$ cat src/rtl/core/iprt_pkg.sv
`timescale 1ns / 1ps
// ----------------------------------------------------------------------------
// IPv4 prefix route table package
// Field widths, operation and status codes, table entry layout and the
// command group passed from the controller to the datapath.
// ----------------------------------------------------------------------------
package iprt_pkg;

    // Default table size
    localparam int IPRT_TABLE_ENTRIES = 16;

    // Field widths
    localparam int ADDR_W  = 32;
    localparam int LEN_W   = 6;
    localparam int STACK_W = 8;
    localparam int AGE_W   = 8;
    localparam int MODE_W  = 2;
    localparam int STAT_W  = 2;

    // Longest legal prefix; longer lengths are clamped to it
    localparam logic [LEN_W-1:0] PREFIX_MAX = LEN_W'(32);

    // Operation codes
    localparam logic [MODE_W-1:0] MODE_LOOKUP = 2'd0;
    localparam logic [MODE_W-1:0] MODE_INSERT = 2'd1;
    localparam logic [MODE_W-1:0] MODE_AGE    = 2'd2;

    // Result status codes
    localparam logic [STAT_W-1:0] STATUS_OK   = 2'd0;
    localparam logic [STAT_W-1:0] STATUS_MISS = 2'd1;
    localparam logic [STAT_W-1:0] STATUS_FULL = 2'd2;

    // Configuration register map (register index)
    localparam logic REG_AGE_REFRESH = 1'b0;
    localparam logic [AGE_W-1:0] AGE_REFRESH_RESET = 8'd1;

    // One table slot as held in memory
    typedef struct packed {
        logic               valid;
        logic [ADDR_W-1:0]  prefix;
        logic [LEN_W-1:0]   length;
        logic [STACK_W-1:0] stack;
        logic [AGE_W-1:0]   age;
    } entry_t;

    // Controller to datapath commands
    typedef struct packed {
        logic load;    // capture a new item, clear the scan trackers
        logic rd_en;   // read the slot at the scan index
        logic clr_en;  // write an empty slot at the scan index
        logic finish;  // write back, present the result
    } dp_cmd_t;

    // Network mask for a prefix length of 0..32
    function automatic logic [ADDR_W-1:0] prefix_mask(input logic [LEN_W-1:0] len);
        logic [ADDR_W-1:0] ones;
        ones = '1;
        return ~(ones >> len);
    endfunction

endpackage

$ cat src/rtl/core/iprt_if.sv
`timescale 1ns / 1ps
// ----------------------------------------------------------------------------
// IPv4 prefix route table channels
// Request and response valid/ready channels with their payloads.
// ----------------------------------------------------------------------------
interface iprt_req_if;
    import iprt_pkg::*;

    logic               valid;
    logic               ready;
    logic [MODE_W-1:0]  mode;
    logic [ADDR_W-1:0]  address;
    logic [LEN_W-1:0]   prefix_len;
    logic [STACK_W-1:0] target_stack;

    modport source (output valid, output mode, output address, output prefix_len,
                    output target_stack, input ready);
    modport sink   (input valid, input mode, input address, input prefix_len,
                    input target_stack, output ready);
endinterface

interface iprt_rsp_if;
    import iprt_pkg::*;

    logic               valid;
    logic               ready;
    logic [STAT_W-1:0]  status;
    logic [STACK_W-1:0] found_stack;

    modport source (output valid, output status, output found_stack, input ready);
    modport sink   (input valid, input status, input found_stack, output ready);
endinterface

$ cat src/rtl/core/iprt_ram.sv
`timescale 1ns / 1ps
// ----------------------------------------------------------------------------
// Generic simple dual-port RAM
// One write port and one read port, read data registered.
// ----------------------------------------------------------------------------
module iprt_ram #(
    parameter int WIDTH  = 8,
    parameter int DEPTH  = 16,
    parameter int ADDR_W = (DEPTH > 1) ? $clog2(DEPTH) : 1
) (
    input  logic              clk,
    input  logic              we,
    input  logic [ADDR_W-1:0] waddr,
    input  logic [WIDTH-1:0]  wdata,
    input  logic              re,
    input  logic [ADDR_W-1:0] raddr,
    output logic [WIDTH-1:0]  rdata
);

    logic [WIDTH-1:0] mem [DEPTH];
    logic [WIDTH-1:0] rdata_reg;

    // Write port
    always_ff @(posedge clk)
    begin
        if (we)
        begin
            mem[waddr] <= wdata;
        end
    end

    // Registered read port
    always_ff @(posedge clk)
    begin
        if (re)
        begin
            rdata_reg <= mem[raddr];
        end
    end

    assign rdata = rdata_reg;

endmodule

$ cat src/rtl/core/iprt_ctrl.sv
`timescale 1ns / 1ps
// ----------------------------------------------------------------------------
// IPv4 prefix route table controller
// Sequences the clearing pass, the slot scan and the write-back/result step.
// ----------------------------------------------------------------------------
module iprt_ctrl #(
    parameter int TABLE_ENTRIES = iprt_pkg::IPRT_TABLE_ENTRIES,
    parameter int IDX_W         = (TABLE_ENTRIES > 1) ? $clog2(TABLE_ENTRIES) : 1
) (
    input  logic              clk,
    input  logic              rst_n,
    input  logic              req_valid,
    output logic              req_ready,
    input  logic              out_free,
    output iprt_pkg::dp_cmd_t cmd,
    output logic [IDX_W-1:0]  idx
);
    import iprt_pkg::*;

    localparam logic [IDX_W-1:0] LAST_IDX = IDX_W'(TABLE_ENTRIES - 1);

    typedef enum logic [4:0] {
        ST_CLEAR = 5'b00001,
        ST_IDLE  = 5'b00010,
        ST_SCAN  = 5'b00100,
        ST_LAST  = 5'b01000,
        ST_DONE  = 5'b10000
    } state_t;

    state_t           state_reg, state_next;
    logic [IDX_W-1:0] cnt_reg, cnt_next;

    // Next state and commands
    always_comb
    begin
        state_next = state_reg;
        cnt_next   = cnt_reg;
        cmd        = '0;
        req_ready  = 1'b0;
        case (state_reg)
            ST_CLEAR:
            begin
                cmd.clr_en = 1'b1;
                if (cnt_reg == LAST_IDX)
                begin
                    cnt_next   = '0;
                    state_next = ST_IDLE;
                end
                else
                begin
                    cnt_next = cnt_reg + 1'b1;
                end
            end
            ST_IDLE:
            begin
                req_ready = 1'b1;
                if (req_valid)
                begin
                    cmd.load   = 1'b1;
                    cnt_next   = '0;
                    state_next = ST_SCAN;
                end
            end
            ST_SCAN:
            begin
                cmd.rd_en = 1'b1;
                if (cnt_reg == LAST_IDX)
                begin
                    cnt_next   = '0;
                    state_next = ST_LAST;
                end
                else
                begin
                    cnt_next = cnt_reg + 1'b1;
                end
            end
            ST_LAST:
            begin
                // last slot's read data is being processed
                state_next = ST_DONE;
            end
            ST_DONE:
            begin
                if (out_free)
                begin
                    cmd.finish = 1'b1;
                    state_next = ST_IDLE;
                end
            end
            default:
            begin
                state_next = ST_CLEAR;
                cnt_next   = '0;
            end
        endcase
    end

    assign idx = cnt_reg;

    // State registers
    always_ff @(posedge clk or negedge rst_n)
    begin
        if (!rst_n)
        begin
            state_reg <= ST_CLEAR;
            cnt_reg   <= '0;
        end
        else
        begin
            state_reg <= state_next;
            cnt_reg   <= cnt_next;
        end
    end

    // An accepted transfer always starts a scan from slot zero
    a_load_scan: assert property (@(posedge clk) disable iff (!rst_n)
        (req_valid && req_ready) |=> (state_reg == ST_SCAN && cnt_reg == '0))
        else $error("scan did not start after request transfer");

    // The scan always runs to completion through the last slot
    a_scan_end: assert property (@(posedge clk) disable iff (!rst_n)
        (state_reg == ST_SCAN && cnt_reg == LAST_IDX) |=> (state_reg == ST_LAST))
        else $error("scan did not end after last slot");

endmodule

$ cat src/rtl/core/iprt_datapath.sv
`timescale 1ns / 1ps
// ----------------------------------------------------------------------------
// IPv4 prefix route table datapath
// Slot memory, per-slot match logic, scan trackers and result register.
// ----------------------------------------------------------------------------
module iprt_datapath #(
    parameter int TABLE_ENTRIES = iprt_pkg::IPRT_TABLE_ENTRIES,
    parameter int IDX_W         = (TABLE_ENTRIES > 1) ? $clog2(TABLE_ENTRIES) : 1
) (
    input  logic                         clk,
    input  logic                         rst_n,
    input  iprt_pkg::dp_cmd_t            cmd,
    input  logic [IDX_W-1:0]             idx,
    input  logic [iprt_pkg::AGE_W-1:0]   age_refresh,
    input  logic [iprt_pkg::MODE_W-1:0]  req_mode,
    input  logic [iprt_pkg::ADDR_W-1:0]  req_address,
    input  logic [iprt_pkg::LEN_W-1:0]   req_prefix_len,
    input  logic [iprt_pkg::STACK_W-1:0] req_target_stack,
    output logic                         out_free,
    output logic                         rsp_valid,
    input  logic                         rsp_ready,
    output logic [iprt_pkg::STAT_W-1:0]  rsp_status,
    output logic [iprt_pkg::STACK_W-1:0] rsp_found_stack
);
    import iprt_pkg::*;

    localparam int ENTRY_W = $bits(entry_t);

    // Captured item
    logic [MODE_W-1:0]  mode_reg;
    logic [ADDR_W-1:0]  addr_reg;
    logic [ADDR_W-1:0]  key_reg;
    logic [LEN_W-1:0]   len_reg;
    logic [STACK_W-1:0] stack_reg;
    logic [LEN_W-1:0]   len_clamped;

    // Read pipeline
    logic               rd_en_q_reg;
    logic [IDX_W-1:0]   rd_addr_q_reg;

    // Scan trackers
    logic               best_found_reg;
    logic [LEN_W-1:0]   best_len_reg;
    logic [STACK_W-1:0] best_stack_reg;
    logic               hit_found_reg;
    logic [IDX_W-1:0]   hit_idx_reg;
    logic               free_found_reg;
    logic [IDX_W-1:0]   free_idx_reg;

    // Memory ports
    logic               ram_we;
    logic [IDX_W-1:0]   ram_waddr;
    logic [ENTRY_W-1:0] ram_rdata;
    entry_t             rd_entry;
    entry_t             wr_entry;

    // Result register
    logic               rsp_valid_reg;
    logic [STAT_W-1:0]  rsp_status_reg;
    logic [STACK_W-1:0] rsp_stack_reg;
    logic [STAT_W-1:0]  status_c;
    logic [STACK_W-1:0] found_c;

    logic lookup_match;
    logic insert_match;

    iprt_ram #(
        .WIDTH  (ENTRY_W),
        .DEPTH  (TABLE_ENTRIES),
        .ADDR_W (IDX_W)
    ) u_slots (
        .clk   (clk),
        .we    (ram_we),
        .waddr (ram_waddr),
        .wdata (wr_entry),
        .re    (cmd.rd_en),
        .raddr (idx),
        .rdata (ram_rdata)
    );

    assign rd_entry = entry_t'(ram_rdata);

    // Item capture; insert key is masked to the clamped length
    assign len_clamped = (req_prefix_len > PREFIX_MAX) ? PREFIX_MAX : req_prefix_len;

    always_ff @(posedge clk)
    begin
        if (cmd.load)
        begin
            mode_reg  <= req_mode;
            addr_reg  <= req_address;
            len_reg   <= len_clamped;
            key_reg   <= req_address & prefix_mask(len_clamped);
            stack_reg <= req_target_stack;
        end
    end

    // Read data qualifier and slot index, registered in step with the read data
    always_ff @(posedge clk or negedge rst_n)
    begin
        if (!rst_n)
        begin
            rd_en_q_reg <= 1'b0;
        end
        else
        begin
            rd_en_q_reg <= cmd.rd_en;
        end
    end

    always_ff @(posedge clk)
    begin
        rd_addr_q_reg <= idx;
    end

    // Per-slot match
    assign lookup_match = rd_entry.valid &&
                          ((addr_reg & prefix_mask(rd_entry.length)) == rd_entry.prefix);
    assign insert_match = rd_entry.valid && (rd_entry.length == len_reg) &&
                          (rd_entry.prefix == key_reg);

    // Tracker flags
    always_ff @(posedge clk or negedge rst_n)
    begin
        if (!rst_n)
        begin
            best_found_reg <= 1'b0;
            hit_found_reg  <= 1'b0;
            free_found_reg <= 1'b0;
        end
        else if (cmd.load)
        begin
            best_found_reg <= 1'b0;
            hit_found_reg  <= 1'b0;
            free_found_reg <= 1'b0;
        end
        else if (rd_en_q_reg)
        begin
            if (lookup_match)
            begin
                best_found_reg <= 1'b1;
            end
            if (insert_match)
            begin
                hit_found_reg <= 1'b1;
            end
            if (!rd_entry.valid)
            begin
                free_found_reg <= 1'b1;
            end
        end
    end

    // Tracker payload: longest match, first duplicate, lowest free slot
    always_ff @(posedge clk)
    begin
        if (rd_en_q_reg)
        begin
            if (lookup_match && (!best_found_reg || rd_entry.length > best_len_reg))
            begin
                best_len_reg   <= rd_entry.length;
                best_stack_reg <= rd_entry.stack;
            end
            if (insert_match && !hit_found_reg)
            begin
                hit_idx_reg <= rd_addr_q_reg;
            end
            if (!rd_entry.valid && !free_found_reg)
            begin
                free_idx_reg <= rd_addr_q_reg;
            end
        end
    end

    // Memory write: clearing pass, age update in flight, insert at the end
    always_comb
    begin
        ram_we    = 1'b0;
        ram_waddr = rd_addr_q_reg;
        wr_entry  = rd_entry;
        if (cmd.clr_en)
        begin
            ram_we    = 1'b1;
            ram_waddr = idx;
            wr_entry  = '0;
        end
        else if (rd_en_q_reg && mode_reg == MODE_AGE && rd_entry.valid)
        begin
            ram_we = 1'b1;
            if (rd_entry.age == '0)
            begin
                wr_entry.valid = 1'b0;
            end
            else
            begin
                wr_entry.age = rd_entry.age - 1'b1;
            end
        end
        else if (cmd.finish && mode_reg == MODE_INSERT && (hit_found_reg || free_found_reg))
        begin
            ram_we          = 1'b1;
            ram_waddr       = hit_found_reg ? hit_idx_reg : free_idx_reg;
            wr_entry.valid  = 1'b1;
            wr_entry.prefix = key_reg;
            wr_entry.length = len_reg;
            wr_entry.stack  = stack_reg;
            wr_entry.age    = age_refresh;
        end
    end

    // Result value
    always_comb
    begin
        status_c = STATUS_OK;
        found_c  = '0;
        case (mode_reg)
            MODE_LOOKUP:
            begin
                if (best_found_reg)
                begin
                    found_c = best_stack_reg;
                end
                else
                begin
                    status_c = STATUS_MISS;
                end
            end
            MODE_INSERT:
            begin
                if (!hit_found_reg && !free_found_reg)
                begin
                    status_c = STATUS_FULL;
                end
            end
            default:
            begin
                status_c = STATUS_OK;
            end
        endcase
    end

    // Output register
    always_ff @(posedge clk or negedge rst_n)
    begin
        if (!rst_n)
        begin
            rsp_valid_reg <= 1'b0;
        end
        else if (cmd.finish)
        begin
            rsp_valid_reg <= 1'b1;
        end
        else if (rsp_ready)
        begin
            rsp_valid_reg <= 1'b0;
        end
    end

    always_ff @(posedge clk)
    begin
        if (cmd.finish)
        begin
            rsp_status_reg <= status_c;
            rsp_stack_reg  <= found_c;
        end
    end

    assign out_free        = !rsp_valid_reg || rsp_ready;
    assign rsp_valid       = rsp_valid_reg;
    assign rsp_status      = rsp_status_reg;
    assign rsp_found_stack = rsp_stack_reg;

    // Write-back never overlaps the scan
    a_finish_idle: assert property (@(posedge clk) disable iff (!rst_n)
        cmd.finish |-> (!rd_en_q_reg && !cmd.rd_en))
        else $error("write-back during slot scan");

    // A held result is never overwritten before its transfer
    a_no_overwrite: assert property (@(posedge clk) disable iff (!rst_n)
        (rsp_valid_reg && !rsp_ready) |-> !cmd.finish)
        else $error("result overwritten while pending");

    // Longest match comes from stored lengths, never beyond 32
    a_best_len: assert property (@(posedge clk) disable iff (!rst_n)
        best_found_reg |-> (best_len_reg <= PREFIX_MAX))
        else $error("best prefix length out of range");

endmodule

$ cat src/rtl/core/ipv4_prefix_route_table_top.sv
`timescale 1ns / 1ps
// ----------------------------------------------------------------------------
// IPv4 prefix route table
// Longest-prefix-match route table with insert/update and age ticks.
// Items: one at a time; a new request is taken only after the previous item's
//   scan of all slots, through the single read port of the slot memory, and its
//   result step, which waits while a held result has not yet been taken.
// Reset: rst_n is asynchronous; after it a clearing pass over all slots empties
//   the table, with req.ready low. Register writes are taken throughout.
// ----------------------------------------------------------------------------
module ipv4_prefix_route_table_top #(
    parameter int TABLE_ENTRIES = iprt_pkg::IPRT_TABLE_ENTRIES
) (
    input  logic        clk,
    input  logic        rst_n,
    iprt_req_if.sink    req,
    iprt_rsp_if.source  rsp,
    input  logic        psel,
    input  logic        penable,
    input  logic        pwrite,
    input  logic [2:0]  paddr,
    input  logic [31:0] pwdata,
    output logic [31:0] prdata,
    output logic        pready
);
    import iprt_pkg::*;

    localparam int IDX_W = (TABLE_ENTRIES > 1) ? $clog2(TABLE_ENTRIES) : 1;

    logic [AGE_W-1:0] age_refresh_reg;
    logic             reg_sel;
    dp_cmd_t          cmd;
    logic [IDX_W-1:0] idx;
    logic             out_free;

    // Register file: one register, selected by the word index bit
    assign reg_sel = (paddr[2] == REG_AGE_REFRESH);
    assign pready  = 1'b1;

    always_ff @(posedge clk or negedge rst_n)
    begin
        if (!rst_n)
        begin
            age_refresh_reg <= AGE_REFRESH_RESET;
        end
        else if (psel && penable && pwrite && reg_sel)
        begin
            age_refresh_reg <= pwdata[AGE_W-1:0];
        end
    end

    assign prdata = reg_sel ? {{(32 - AGE_W){1'b0}}, age_refresh_reg} : '0;

    iprt_ctrl #(
        .TABLE_ENTRIES (TABLE_ENTRIES),
        .IDX_W         (IDX_W)
    ) u_ctrl (
        .clk       (clk),
        .rst_n     (rst_n),
        .req_valid (req.valid),
        .req_ready (req.ready),
        .out_free  (out_free),
        .cmd       (cmd),
        .idx       (idx)
    );

    iprt_datapath #(
        .TABLE_ENTRIES (TABLE_ENTRIES),
        .IDX_W         (IDX_W)
    ) u_datapath (
        .clk              (clk),
        .rst_n            (rst_n),
        .cmd              (cmd),
        .idx              (idx),
        .age_refresh      (age_refresh_reg),
        .req_mode         (req.mode),
        .req_address      (req.address),
        .req_prefix_len   (req.prefix_len),
        .req_target_stack (req.target_stack),
        .out_free         (out_free),
        .rsp_valid        (rsp.valid),
        .rsp_ready        (rsp.ready),
        .rsp_status       (rsp.status),
        .rsp_found_stack  (rsp.found_stack)
    );

endmodule
$ cat src/flat_wrapper.sv
// flat-port wrapper written by rule: the top's interface ports become plain ports
module ipv4_prefix_route_table_top_flat import iprt_pkg::*;
#(
    parameter int TABLE_ENTRIES = iprt_pkg::IPRT_TABLE_ENTRIES
)
  (clk, rst_n, psel, penable, pwrite, paddr, pwdata, prdata, pready, req_valid, req_mode, req_address, req_prefix_len, req_target_stack, req_ready, rsp_valid, rsp_status, rsp_found_stack, rsp_ready);
  iprt_req_if req_i ();
  iprt_rsp_if rsp_i ();
  input  logic clk;
  input  logic rst_n;
  input  logic psel;
  input  logic penable;
  input  logic pwrite;
  input  logic [2:0] paddr;
  input  logic [31:0] pwdata;
  output logic [31:0] prdata;
  output logic pready;
  input wire logic [$bits(req_i.valid)-1:0] req_valid;
  input wire logic [$bits(req_i.mode)-1:0] req_mode;
  input wire logic [$bits(req_i.address)-1:0] req_address;
  input wire logic [$bits(req_i.prefix_len)-1:0] req_prefix_len;
  input wire logic [$bits(req_i.target_stack)-1:0] req_target_stack;
  output wire logic [$bits(req_i.ready)-1:0] req_ready;
  output wire logic [$bits(rsp_i.valid)-1:0] rsp_valid;
  output wire logic [$bits(rsp_i.status)-1:0] rsp_status;
  output wire logic [$bits(rsp_i.found_stack)-1:0] rsp_found_stack;
  input wire logic [$bits(rsp_i.ready)-1:0] rsp_ready;
  assign req_i.valid = req_valid;
  assign req_i.mode = req_mode;
  assign req_i.address = req_address;
  assign req_i.prefix_len = req_prefix_len;
  assign req_i.target_stack = req_target_stack;
  assign req_ready = req_i.ready;
  assign rsp_valid = rsp_i.valid;
  assign rsp_status = rsp_i.status;
  assign rsp_found_stack = rsp_i.found_stack;
  assign rsp_i.ready = rsp_ready;
  ipv4_prefix_route_table_top #(.TABLE_ENTRIES(TABLE_ENTRIES)) u_core (.clk(clk), .rst_n(rst_n), .req(req_i), .rsp(rsp_i), .psel(psel), .penable(penable), .pwrite(pwrite), .paddr(paddr), .pwdata(pwdata), .prdata(prdata), .pready(pready));
endmodule
$ cat config.mk
export PLATFORM = sky130hd
export DESIGN_NAME = ipv4_prefix_route_table_top_flat
export DESIGN_NICKNAME = d
export VERILOG_FILES = /design/src/rtl/core/iprt_pkg.sv /design/src/rtl/core/iprt_if.sv /design/src/rtl/core/iprt_ram.sv /design/src/rtl/core/iprt_ctrl.sv /design/src/rtl/core/iprt_datapath.sv /design/src/rtl/core/ipv4_prefix_route_table_top.sv /design/src/flat_wrapper.sv
export SDC_FILE = /design/constraint.sdc
export NUM_CORES = 1
export LEC_CHECK = 0
export ABC_CLOCK_PERIOD_IN_PS = 6020
export BUFFER_PORTS_ARGS = -buffer_cell sky130_fd_sc_hd__buf_4
export CAP_MARGIN = 10
export CORE_MARGIN = 2
export CORE_UTILIZATION = 32
export CTS_CLUSTER_SIZE = 25
export DETAILED_ROUTE_END_ITERATION = 10
export SYNTH_ARGS = -nofsm -noshare
export SYNTH_HDL_FRONTEND = slang
export SYNTH_SLANG_ARGS = --single-unit
$ cat constraint.sdc
create_clock -name clk -period 6.02 [get_ports clk]
set_input_delay 0.903 -clock clk [delete_from_list [all_inputs] [get_ports clk]]
set_output_delay 0.903 -clock clk [all_outputs]
set_load 0.02 [all_outputs]
==> results of run 1 <==
## cell usage in the layout (no fill, tap or decap), drive strengths merged, types with 25 or more instances in the layout
| cell type | n |
|---|---|
| a21oi | 65 |
| buf | 135 |
| clkbuf | 124 |
| clkinv | 51 |
| conb | 25 |
| edfxtp | 1047 |
| inv | 28 |
| mux4 | 275 |
| nand2 | 124 |
| nor2 | 57 |
| nor2b | 35 |
| nor3 | 25 |
| o21ai | 26 |
| xnor2 | 40 |
## final cells by class
class                      count  area, um^2  share of cell area
sequential                  1073       32100               0.655
inverter                      25        95.1             0.00194
clock inverter                71         646              0.0132
multi-input combinational    893        9990               0.204
tap                         1755        2200              0.0448
antenna                        1        2.50           0.0000511
timing repair buffer         135        1190              0.0243
clock buffer                 124        2780              0.0568
## Yosys cell counts, drive strengths merged (3+ instances only)
library cell	count	area [um^2]
a21boi	9	67.6
inv	25	93.8
xnor2	40	350
a21oi	65	325
nor2	57	214
o311a	4	40.0
nor3	25	125
o22ai	7	43.8
ha	9	113
nor2b	35	219
nand3	14	70.1
edfxtp	1047	31400
nor3b	4	30.0
o211a	3	30.0
nand2	124	465
buf	55	338
mux4	275	6190
mux2	9	101
nand4	16	100
or3	3	18.8
and2	14	87.6
xor2	13	114
o31ai	5	42.5
dfrtp	20	500
a31oi	3	18.8
nor4	9	62.6
dfxtp	4	80.1
a21o	4	30.0
a211oi	10	75.1
mux2i	3	30.0
or2	6	37.5
o31a	7	61.3
nand2b	12	75.1
clkbuf	82	308
and3	7	43.8
or4	4	33.8
o21ai	26	130
a2111oi	4	35.0
o21a	20	150
## per-stage QoR
| step | utilization | instance area [um^2] | cells | power (uW) | setup slack, ps |
|---|---|---|---|---|---|
| final | 0.372 | 49000 | 4077 | 19800 | 1630 |
| after global routing | 0.372 | 49000 | 4077 | 20600 | 1380 |
| after CTS | 0.371 | 48900 | 4073 | 20000 | 1640 |
| after detailed placement | 0.345 | 45500 | 3878 | 13500 | 1570 |
| after global placement | 0.345 | 45500 | 3878 | 13400 | 1570 |
| after floorplan | - | 42600 | 2128 | 12300 | 427 |
## worst max-delay path: stages (launching register included)
cell and delay, ps:
edfxtp_1 320, buf_4 280, or2_0 660, o21ai_0 240, xor2_1 220, nand3_1 120, or4_1 510, nor4_2 690
a21boi_2 930
## power breakdown
| group | switching [uW] | internal (uW) | total (uW) |
|---|---|---|---|
| Clock | 2760 | 3740 | 6500 |
| Combinational | 2070 | 1700 | 3770 |
| Sequential | 220 | 9330 | 9550 |
## logic make-up after synthesis
logic type	after synthesis	synth area share
other	2	0.000177
AOI/OAI and AO/OA	183	0.0280
xor gates and xnor gates	53	0.0109
adders and majority gates	9	0.00265
DFF	1073	0.754
buffers and inverters	162	0.0174
and+or+nand+nor	336	0.0384
muxes	287	0.149
## routing by layer
layer	wire length, um	vias up
met4	2760	0
met1	42100	11100
met2	49100	843
met3	7040	167
li1	-	8830
met5	0	-
## final timing paths
path | start | endpoint | slack, ps | depth (start not counted)
worst min-delay path | rst_n | u_core.age_refresh_reg[6]$_DFFE_PN0P_ | 140 | 1
worst max-delay path | u_core.u_datapath.u_slots.rdata[21]$_DFFE_PP_ | u_core.u_datapath.best_stack_reg[4]$_DFFE_PP_ | 1630 | 8
max in group asynchronous | rst_n | u_core.u_ctrl.state_reg[0]$_DFFE_PN1P_ | 5550 | 1
worst min register to register | u_core.u_datapath.u_slots.rdata[12]$_DFFE_PP_ | u_core.u_datapath.best_stack_reg[4]$_DFFE_PP_ | 470 | 0
min in group clk | req_target_stack[7] | u_core.u_datapath.stack_reg[7]$_DFFE_PP_ | 410 | 1
worst max register to register | u_core.u_datapath.u_slots.rdata[21]$_DFFE_PP_ | u_core.u_datapath.best_stack_reg[4]$_DFFE_PP_ | 1630 | 8
==> results_dict.tcl, run 1 <==
set metrics [dict create \
    status "finished, final reports clean" \
    synth_seq_area_share 0.754 \
    rsz0062_at_grt "no" \
    powerDensity_nw_per_um2 405 \
    syn-cell-area_um2 42500 \
    ys.warnings.count 0 \
    die_area_um2 136000 \
    fin_crit_ps 4390 \
    n_fill_cell 11900 \
    slew_headroom 0.144 \
    grt_use_met3 0.0281 \
    cts_htree_levels 3 \
    tightest_slew_ps 1280 \
    hold_slack_ps 135 \
    cts_tree "done" \
    antenna_found_initial 1 \
    vias 21000 \
    hold_path.class "in2async" \
    io_buffers 83 \
    synth_edf_count 1047 \
    worst_setup_path_start_kind "register" \
    drv_cap 0 \
    hold_violations 0 \
    ios 135 \
    synth_cells 2105 \
    drcViolationCount 0 \
    clkTransAtPathRegs_ps 60 \
    drt-total-wl_mm 101 \
    gp_congestion 0.916 \
    finalNetCount 2333 \
    synth_ff_type "edfxtp_1" \
    fin_tns_setup_ps 0 \
    grt_max_degree 107 \
    via_per_inst 5.14 \
    ys_types 67 \
    clockBufferDepth 3 \
    drtIter0Drc 2224 \
    async_flop_share 0.0205 \
    ctsRootBufferMaster "clkbuf_16" \
    cp_max_fo 27 \
    cts.sink_count 1073 \
    crit_arrival_ps 4680 \
    final_layout_size_suffix_gt1_frac 0.266 \
    cts_buffers 106 \
    postCtsSetupBuffers 0 \
    required_ps 6310 \
    syn_avg_cell_area_um2 20.2 \
    cts-hold-fix-buffers 0 \
    grt_most_used_layer "met2" \
    die_h_um 369 \
    largest_reg_flops 880 \
    insertion_delay_ps 690 \
    cts_resized 0 \
    place_hpwl_mm 57.9 \
    placeableCoreArea_um2 132000 \
    finalCritPeriodShare 0.729 \
    vdd_drop_max_mv 0.246 \
    maxSlewViolCount 0 \
    drt_first_pass_iters 6 \
    grt_overflow 0 \
    postRouteAntennaNets 0 \
    cp-end-kind "register" \
    synth_seq_cells 1073 \
    grtUsageMet2 0.239 \
    grt_pass1_wl_mm 147 \
    fmax_mhz 228 \
    fp-row-count 133 \
    fin_skew_ps 27.9 \
    grt_use_total 0.147 \
    wire_per_inst_um 24.8 \
    critPathKind "reg2reg" \
    setup_viol 0 \
    grt_pass1_vias 21500 \
    area_growth_pct 15.1 \
    p_leak_uw 0.0153 \
    grtUsageMet1 0.201 \
    start_util 0.323 \
    die_w_um 369 \
]
Power figures use the tool's default switching activity.
==> inputs of run 2 (changes only) <==
--- a/config.mk
+++ b/config.mk
@@ -5,7 +5,8 @@
 export SDC_FILE = /design/constraint.sdc
 export NUM_CORES = 1
 export LEC_CHECK = 0
-export ABC_CLOCK_PERIOD_IN_PS = 6020
+export ABC_AREA = 1
+export ABC_CLOCK_PERIOD_IN_PS = 4130
 export BUFFER_PORTS_ARGS = -buffer_cell sky130_fd_sc_hd__buf_4
 export CAP_MARGIN = 10
 export CORE_MARGIN = 2
==> constraint.sdc (replaced) <==
create_clock -name clk -period 4.13 [get_ports clk]
set_input_delay 0.6195 -clock clk [delete_from_list [all_inputs] [get_ports clk]]
set_output_delay 0.6195 -clock clk [all_outputs]
set_load 0.02 [all_outputs]
==> results_dict.tcl, run 2 <==
set metrics [dict create \
    synth_mux_area_frac 0 \
    r2r-end "u_core.u_datapath.u_slots.mem[3][14]$_DFFE_PP_" \
    finalNetCount 3590 \
    slew_headroom 0.249 \
    hold_path.class "in2reg" \
    powerDensity_nw_per_um2 667 \
    met2_length_mm 56.3 \
    synth.area.top_cells "edfxtp_1 (73%), o21ai_0 (5.9%), nor2_1 (4.8%), nand2_1 (2.7%), o22ai_1 (2.0%)" \
    async_flop_share 0.0205 \
    grt_overflow 0 \
    clockBufferDepth 3 \
    ys_top_cells_by_count "edfxtp_1 (1,047), nor2_1 (558), o21ai_0 (507), nand2_1 (309), clkbuf_1 (164)" \
    synth_seq_cells 1073 \
    vias 27600 \
    cp_max_fo 30 \
    die_area_um2 138000 \
    fin_crit_ps 3410 \
    hold_violations 0 \
    drtIter0Drc 2832 \
    setup_viol 0 \
    drcViolationCount 0 \
    final_util 0.372 \
    top_layer_used "met5" \
    tightest_slew_ps 1130 \
    syn-cell-area_um2 43200 \
    wl_met1_mm 48.6 \
    fp-row-count 134 \
    cp-end-kind "register" \
    final_common_cell "edfxtp_1" \
    place_area_um2 46400 \
    r2r_cells 12 \
    cts_buffers 105 \
    diodes 0 \
    synth_cells 3395 \
    synth_top_family_by_area "compound AO/OA/AOI/OAI gates" \
    fmax_mhz 294 \
    postCtsSetupBuffers 0 \
    largest_reg_flops 880 \
    placeableCoreArea_um2 134000 \
    start_util 0.323 \
    gp_congestion 0.921 \
    rsz0062_at_grt "no" \
    ys.warnings.count 0 \
    cts_htree_levels 3 \
    synth_ff_type "edfxtp_1" \
    synth_top_area_frac 0.727 \
    crit_chain "inv_1 -> a21oi_2 -> nand3_4 -> inv_2 -> buf_4 -> o21ai_0 -> nand2_1 -> o21ai_2 -> inv_1 -> nand2_1 -> nor2_4 -> buf_12" \
    ys_types 48 \
    cts_tree "done" \
    status "finished, final reports clean" \
    ctsRootBufferMaster "clkbuf_16" \
    fin_area_um2 49800 \
    yosys.area_share.simple 0.0989 \
    cts_resized 0 \
    drt_first_pass_iters 5 \
    r2r_slack_ps 720 \
    antenna_found_initial 1 \
    yosys.area.top_type "edfxtp_1" \
    crit_end "u_core.u_datapath.u_slots.mem[3][14]$_DFFE_PP_" \
    worst_setup_path_start_kind "register" \
    synth_fa_ha_area_frac 0.00261 \
    clkTransAtPathRegs_ps 70 \
    synth_edf_count 1047 \
    area_growth_pct 15.2 \
    wl_met3_mm 6.64 \
    grt_use_total 0.163 \
    die_h_um 372 \
    wire_per_inst_um 21.4 \
    cts-hold-fix-buffers 1 \
    grt_max_degree 207 \
    final_cell_mix "edfxtp_1 (1,047), nor2_1 (539), o21ai_0 (507), nand2_1 (309), buf_4 (169)" \
    synth_compound_area_frac 0.118 \
    drv_cap 0 \
    place_hpwl_mm 63.2 \
    grt_pass1_wl_mm 169 \
    postRouteAntennaNets 0 \
    maxSlewViolCount 0 \
    preCtsSetupSlack_ps 737 \
    critPathLaunch "u_core.u_datapath.hit_found_reg$_DFFE_PN0P_" \
    finalCritPeriodShare 0.825 \
    synth_seq_area_share 0.742 \
    required_ps 4500 \
    fin_skew_ps 35.8 \
    ios 135 \
    critPathKind "reg2reg" \
    yosysMostFrequentCell "edfxtp_1" \
    die_w_um 372 \
    slowest_stage "dfrtp_1" \
    crit_arrival_ps 3770 \
    reg2reg_from "u_core.u_datapath.hit_found_reg$_DFFE_PN0P_" \
    cts.sink_count 1073 \
    drt-total-wl_mm 114 \
    cpPeakStageDelay_ps 510 \
    vdd_drop_max_mv 0.655 \
    grt_pass1_vias 26200 \
    insertion_delay_ps 720 \
    p_leak_uw 0.0167 \
    final.setup.worst_slack_ps 724 \
    io_buffers 83 \
    synthXorXnorAreaFrac 0.00385 \
    final_layout_size_suffix_gt1_frac 0.111 \
    via_per_inst 5.16 \
    syn_avg_cell_area_um2 12.7 \
]
-- run 2: changes by cell type after synthesis, sizes merged, moves of 93 or more --
cell	before	now
inv	25	135
mux4	275	0
nand2	124	311
nand3	14	153
nor2	57	562
o21ai	26	511
o221ai	0	93
o22ai	7	140
-- run 2: power by group --
group	total [uW]	switching (uW)	internal, uW
sequential	15000	446	14600
clock	9430	4110	5320
combinational	8780	6440	2340
-- run 2: critical path: cells and delay by family (launching register included) --
| kind | cells | cell delay, ps |
|---|---|---|
| DFF | 1 | 510 |
| AOI/OAI and AO/OA | 3 | 470 |
| and+or+nand+nor | 4 | 900 |
| buffers and inverters | 5 | 1130 |
-- run 2: cells by family after synthesis --
kind of cell	after synthesis
flops	1073
fa+ha+maj	9
simple gates	1054
xor+xnor	19
other cells	2
compound gates	876
buf+inv	362
-- run 2: worst min path at each step --
stage | start | endpoint | slack, ps | cells past startpoint
after floorplan | rst_n | u_core.age_refresh_reg[1]$_DFFE_PN0P_ | 320 | 0
after global placement | u_core.u_ctrl.idx[3]$_DFFE_PN0P_ | u_core.u_datapath.rd_addr_q_reg[3]$_DFF_P_ | 420 | 0
after detailed placement | u_core.u_ctrl.idx[3]$_DFFE_PN0P_ | u_core.u_datapath.rd_addr_q_reg[3]$_DFF_P_ | 430 | 0
after CTS | req_mode[0] | u_core.u_datapath.mode_reg[0]$_DFFE_PP_ | 30 | 1
after global routing | req_mode[0] | u_core.u_datapath.mode_reg[0]$_DFFE_PP_ | 50 | 1
final | req_mode[0] | u_core.u_datapath.mode_reg[0]$_DFFE_PP_ | 70 | 1
-- run 2: layer usage --
layer  global-route usage  vias to the layer above
li1                     -                    12600
met1                0.217                    13800
met2                0.278                      996
met3               0.0195                      173
met4               0.0519                        2
met5                    0                        -
-- run 2: through the flow --
stage | hold WS (ps) | setup TNS [ps] | total power, uW | std cells
after CTS | 30.9 | 0 | 33400 | 5346
after floorplan | 324 | -285890 | 20600 | 3418
after detailed placement | 430 | 0 | 24000 | 5150
after global placement | 422 | 0 | 23900 | 5150
after global routing | 48.6 | 0 | 34800 | 5347
final | 74.1 | 0 | 33200 | 5347
-- run 2: cell type report --
class,count,area [um^2]
fillers,12700,84000
flip-flops and latches,1073,32100
multi-input cells,1983,9870
clock buffers,130,2790
well taps,1768,2210
repair buffers,192,1720
clock inverters,65,606
inverters,136,526
==> inputs of run 3 (changes only) <==
--- a/config.mk
+++ b/config.mk
@@ -5,8 +5,8 @@
 export SDC_FILE = /design/constraint.sdc
 export NUM_CORES = 1
 export LEC_CHECK = 0
-export ABC_AREA = 1
-export ABC_CLOCK_PERIOD_IN_PS = 4130
+export ABC_AREA = 0
+export ABC_CLOCK_PERIOD_IN_PS = 3070
 export BUFFER_PORTS_ARGS = -buffer_cell sky130_fd_sc_hd__buf_4
 export CAP_MARGIN = 10
 export CORE_MARGIN = 2
==> constraint.sdc (replaced) <==
create_clock -name clk -period 3.07 [get_ports clk]
set_input_delay 0.4605 -clock clk [delete_from_list [all_inputs] [get_ports clk]]
set_output_delay 0.4605 -clock clk [all_outputs]
set_load 0.02 [all_outputs]
==> results_dict.tcl, run 3 (same netlist as run 1, synthesis figures left out) <==
set metrics [dict create \
    die_w_um 369 \
    switchingPower_uw 10400 \
    area_growth_pct 20.8 \
    drtIter0Drc 2114 \
    r2r_slack_ps 80 \
    internal_power_uw 29500 \
    io_buffers 83 \
    drv_cap 0 \
    hold_slack_ps 66.4 \
    crit_arrival_ps 3370 \
    top_layer_used "met4" \
    cpPeakStageDelay_ps 400 \
    drcViolationCount 0 \
    clockPowerShare 0.317 \
    grt_overflow 0 \
    cpMostUsedCell "buf_4" \
    drt_first_pass_iters 5 \
    fp-row-count 133 \
    ios 135 \
    slowest_stage "edfxtp_1" \
    final_cell_mix "edfxtp_1 (1,047), mux4_2 (275), buf_4 (226), nand2_1 (121), clkbuf_16 (107)" \
    start_util 0.323 \
    postRouteAntennaNets 0 \
    die_h_um 369 \
    powerDensity_nw_per_um2 777 \
    finalNetCount 2539 \
    grt_max_degree 89 \
    insertion_delay_ps 690 \
    worst_setup_path_start_kind "register" \
    clkTransAtPathRegs_ps 60 \
    vias 21800 \
    cp_max_fo 16 \
    grt_use_total 0.158 \
    die_area_um2 136000 \
    maxSlewViolCount 0 \
    cts_htree_levels 3 \
    critPathKind "reg2reg" \
    grt_pass1_wl_mm 158 \
    r2r-end "u_core.u_datapath.best_stack_reg[3]$_DFFE_PP_" \
    place_hpwl_mm 67.4 \
    critPathTopFamily "simple AND/OR/NAND/NOR gates" \
    fin_crit_ps 2990 \
    p_leak_uw 0.0164 \
    drt-total-wl_mm 108 \
    cp-end-kind "register" \
    power_frac_comb 0.218 \
    wl_met1_mm 46.7 \
    slew_headroom 0.243 \
    hold_path.class "in2reg" \
    final_layout_size_suffix_gt1_frac 0.312 \
    pwr-share-seq 0.465 \
    antenna_found_initial 0 \
    ctsRootBufferMaster "clkbuf_16" \
    r2r_cells 10 \
    crit_chain "buf_4 -> buf_6 -> or3_4 -> o311a_1 -> a311oi_2 -> nand4_1 -> nor4_2 -> buf_4 -> a21boi_4 -> buf_8" \
    hold_violations 0 \
    wl_met3_mm 5.68 \
    placeableCoreArea_um2 132000 \
    cts_buffers 107 \
    vdd_drop_max_mv 0.506 \
    critPathBufInv 4 \
    gp_congestion 0.880 \
    finalCritPeriodShare 0.973 \
    critPathLaunch "u_core.u_datapath.u_slots.rdata[20]$_DFFE_PP_" \
    met2_length_mm 52.7 \
    cts_tree "done" \
    tightest_slew_ps 1140 \
    wire_per_inst_um 25.1 \
    cts.sink_count 1073 \
    diodes 0 \
    path_depth 10 \
    final_common_cell "edfxtp_1" \
    crit_end "u_core.u_datapath.best_stack_reg[3]$_DFFE_PP_" \
    status "finished, final reports clean" \
    fin_skew_ps 33.2 \
    p_sw_frac 0.261 \
    fmax_mhz 335 \
    required_ps 3450 \
    dpl.cell_count 4025 \
    grt_pass1_vias 22900 \
    fin_cells 4284 \
    setup_viol 0 \
    reg2reg_from "u_core.u_datapath.u_slots.rdata[20]$_DFFE_PP_" \
    clockBufferDepth 3 \
    largest_reg_flops 880 \
    via_per_inst 5.10 \
]
run 3: worst reg2reg max path, cell delays in order, from the launching register on:
cell and delay (ps):
edfxtp_1 400, buf_4 160, buf_6 160, or3_4 390, o311a_1 320, a311oi_2 200, nand4_1 180, nor4_2 340
buf_4 180, a21boi_4 200, buf_8 170
run 3: layer usage:
metal | track usage | vias up
li1 | - | 9248
met1 | 0.220 | 11700
met2 | 0.261 | 700
met3 | 0.0201 | 164
met4 | 0.0436 | 0
met5 | 0 | -
run 3: cell type report:
type	count	area, um^2
fill	11800	80400
clock buffer	135	2780
tap	1755	2200
clock inverter	63	611
timing repair buffer	340	3450
inverter	25	95.1
multi-input combinational	893	10200
sequential	1073	32100
run 3: how the worst min path moves through the flow:
stage                    from                                       to  slack, ps  cells after the start
6_report       req_address[0]  u_core.u_datapath.addr_reg[0]$_DFFE_PP_         70                      1
5_1_grt        req_address[0]  u_core.u_datapath.addr_reg[0]$_DFFE_PP_         40                      1
4_1_cts        req_address[0]  u_core.u_datapath.addr_reg[0]$_DFFE_PP_         20                      1
3_5_place_dp            rst_n    u_core.age_refresh_reg[3]$_DFFE_PN0P_        380                      1
3_3_place_gp            rst_n    u_core.age_refresh_reg[3]$_DFFE_PN0P_        370                      1
2_1_floorplan           rst_n    u_core.age_refresh_reg[1]$_DFFE_PN0P_        160                      0
run 3: per-stage QoR:
stage | instance area, um^2 | total power [uW] | util | setup TNS, ps | setup slack (ps)
final | 51400 | 39900 | 0.390 | 0 | 81.4
after global placement | 47300 | 27300 | 0.359 | -2320 | -184
after detailed placement | 47300 | 27600 | 0.359 | -1090 | -74.7
after global routing | 51400 | 41500 | 0.390 | -88.9 | -12.0
after CTS | 51200 | 40400 | 0.389 | 0 | 8.83
after floorplan | 42900 | 24300 | - | -122150 | -514
run 3: power groups by stage:
stage               sequential [uW]  clock, uW  combinational [uW]
detailed placement            18900          0                8730
finish                        18600      12700                8710
global placement              18800          0                8520
global route                  18600      13500                9300
CTS                           18600      12900                8860
floorplan                     18700          0                5590
run 3: repair_timing:
item | in CTS | in global routing
pin swaps | 3 | 7
gates resized for setup | 3 | 22
hold buffers | 49 | 0
setup buffers | 5 | 6
hold endpoints to repair | 70 | 0
endpoints found under the setup margin | 66 | 253
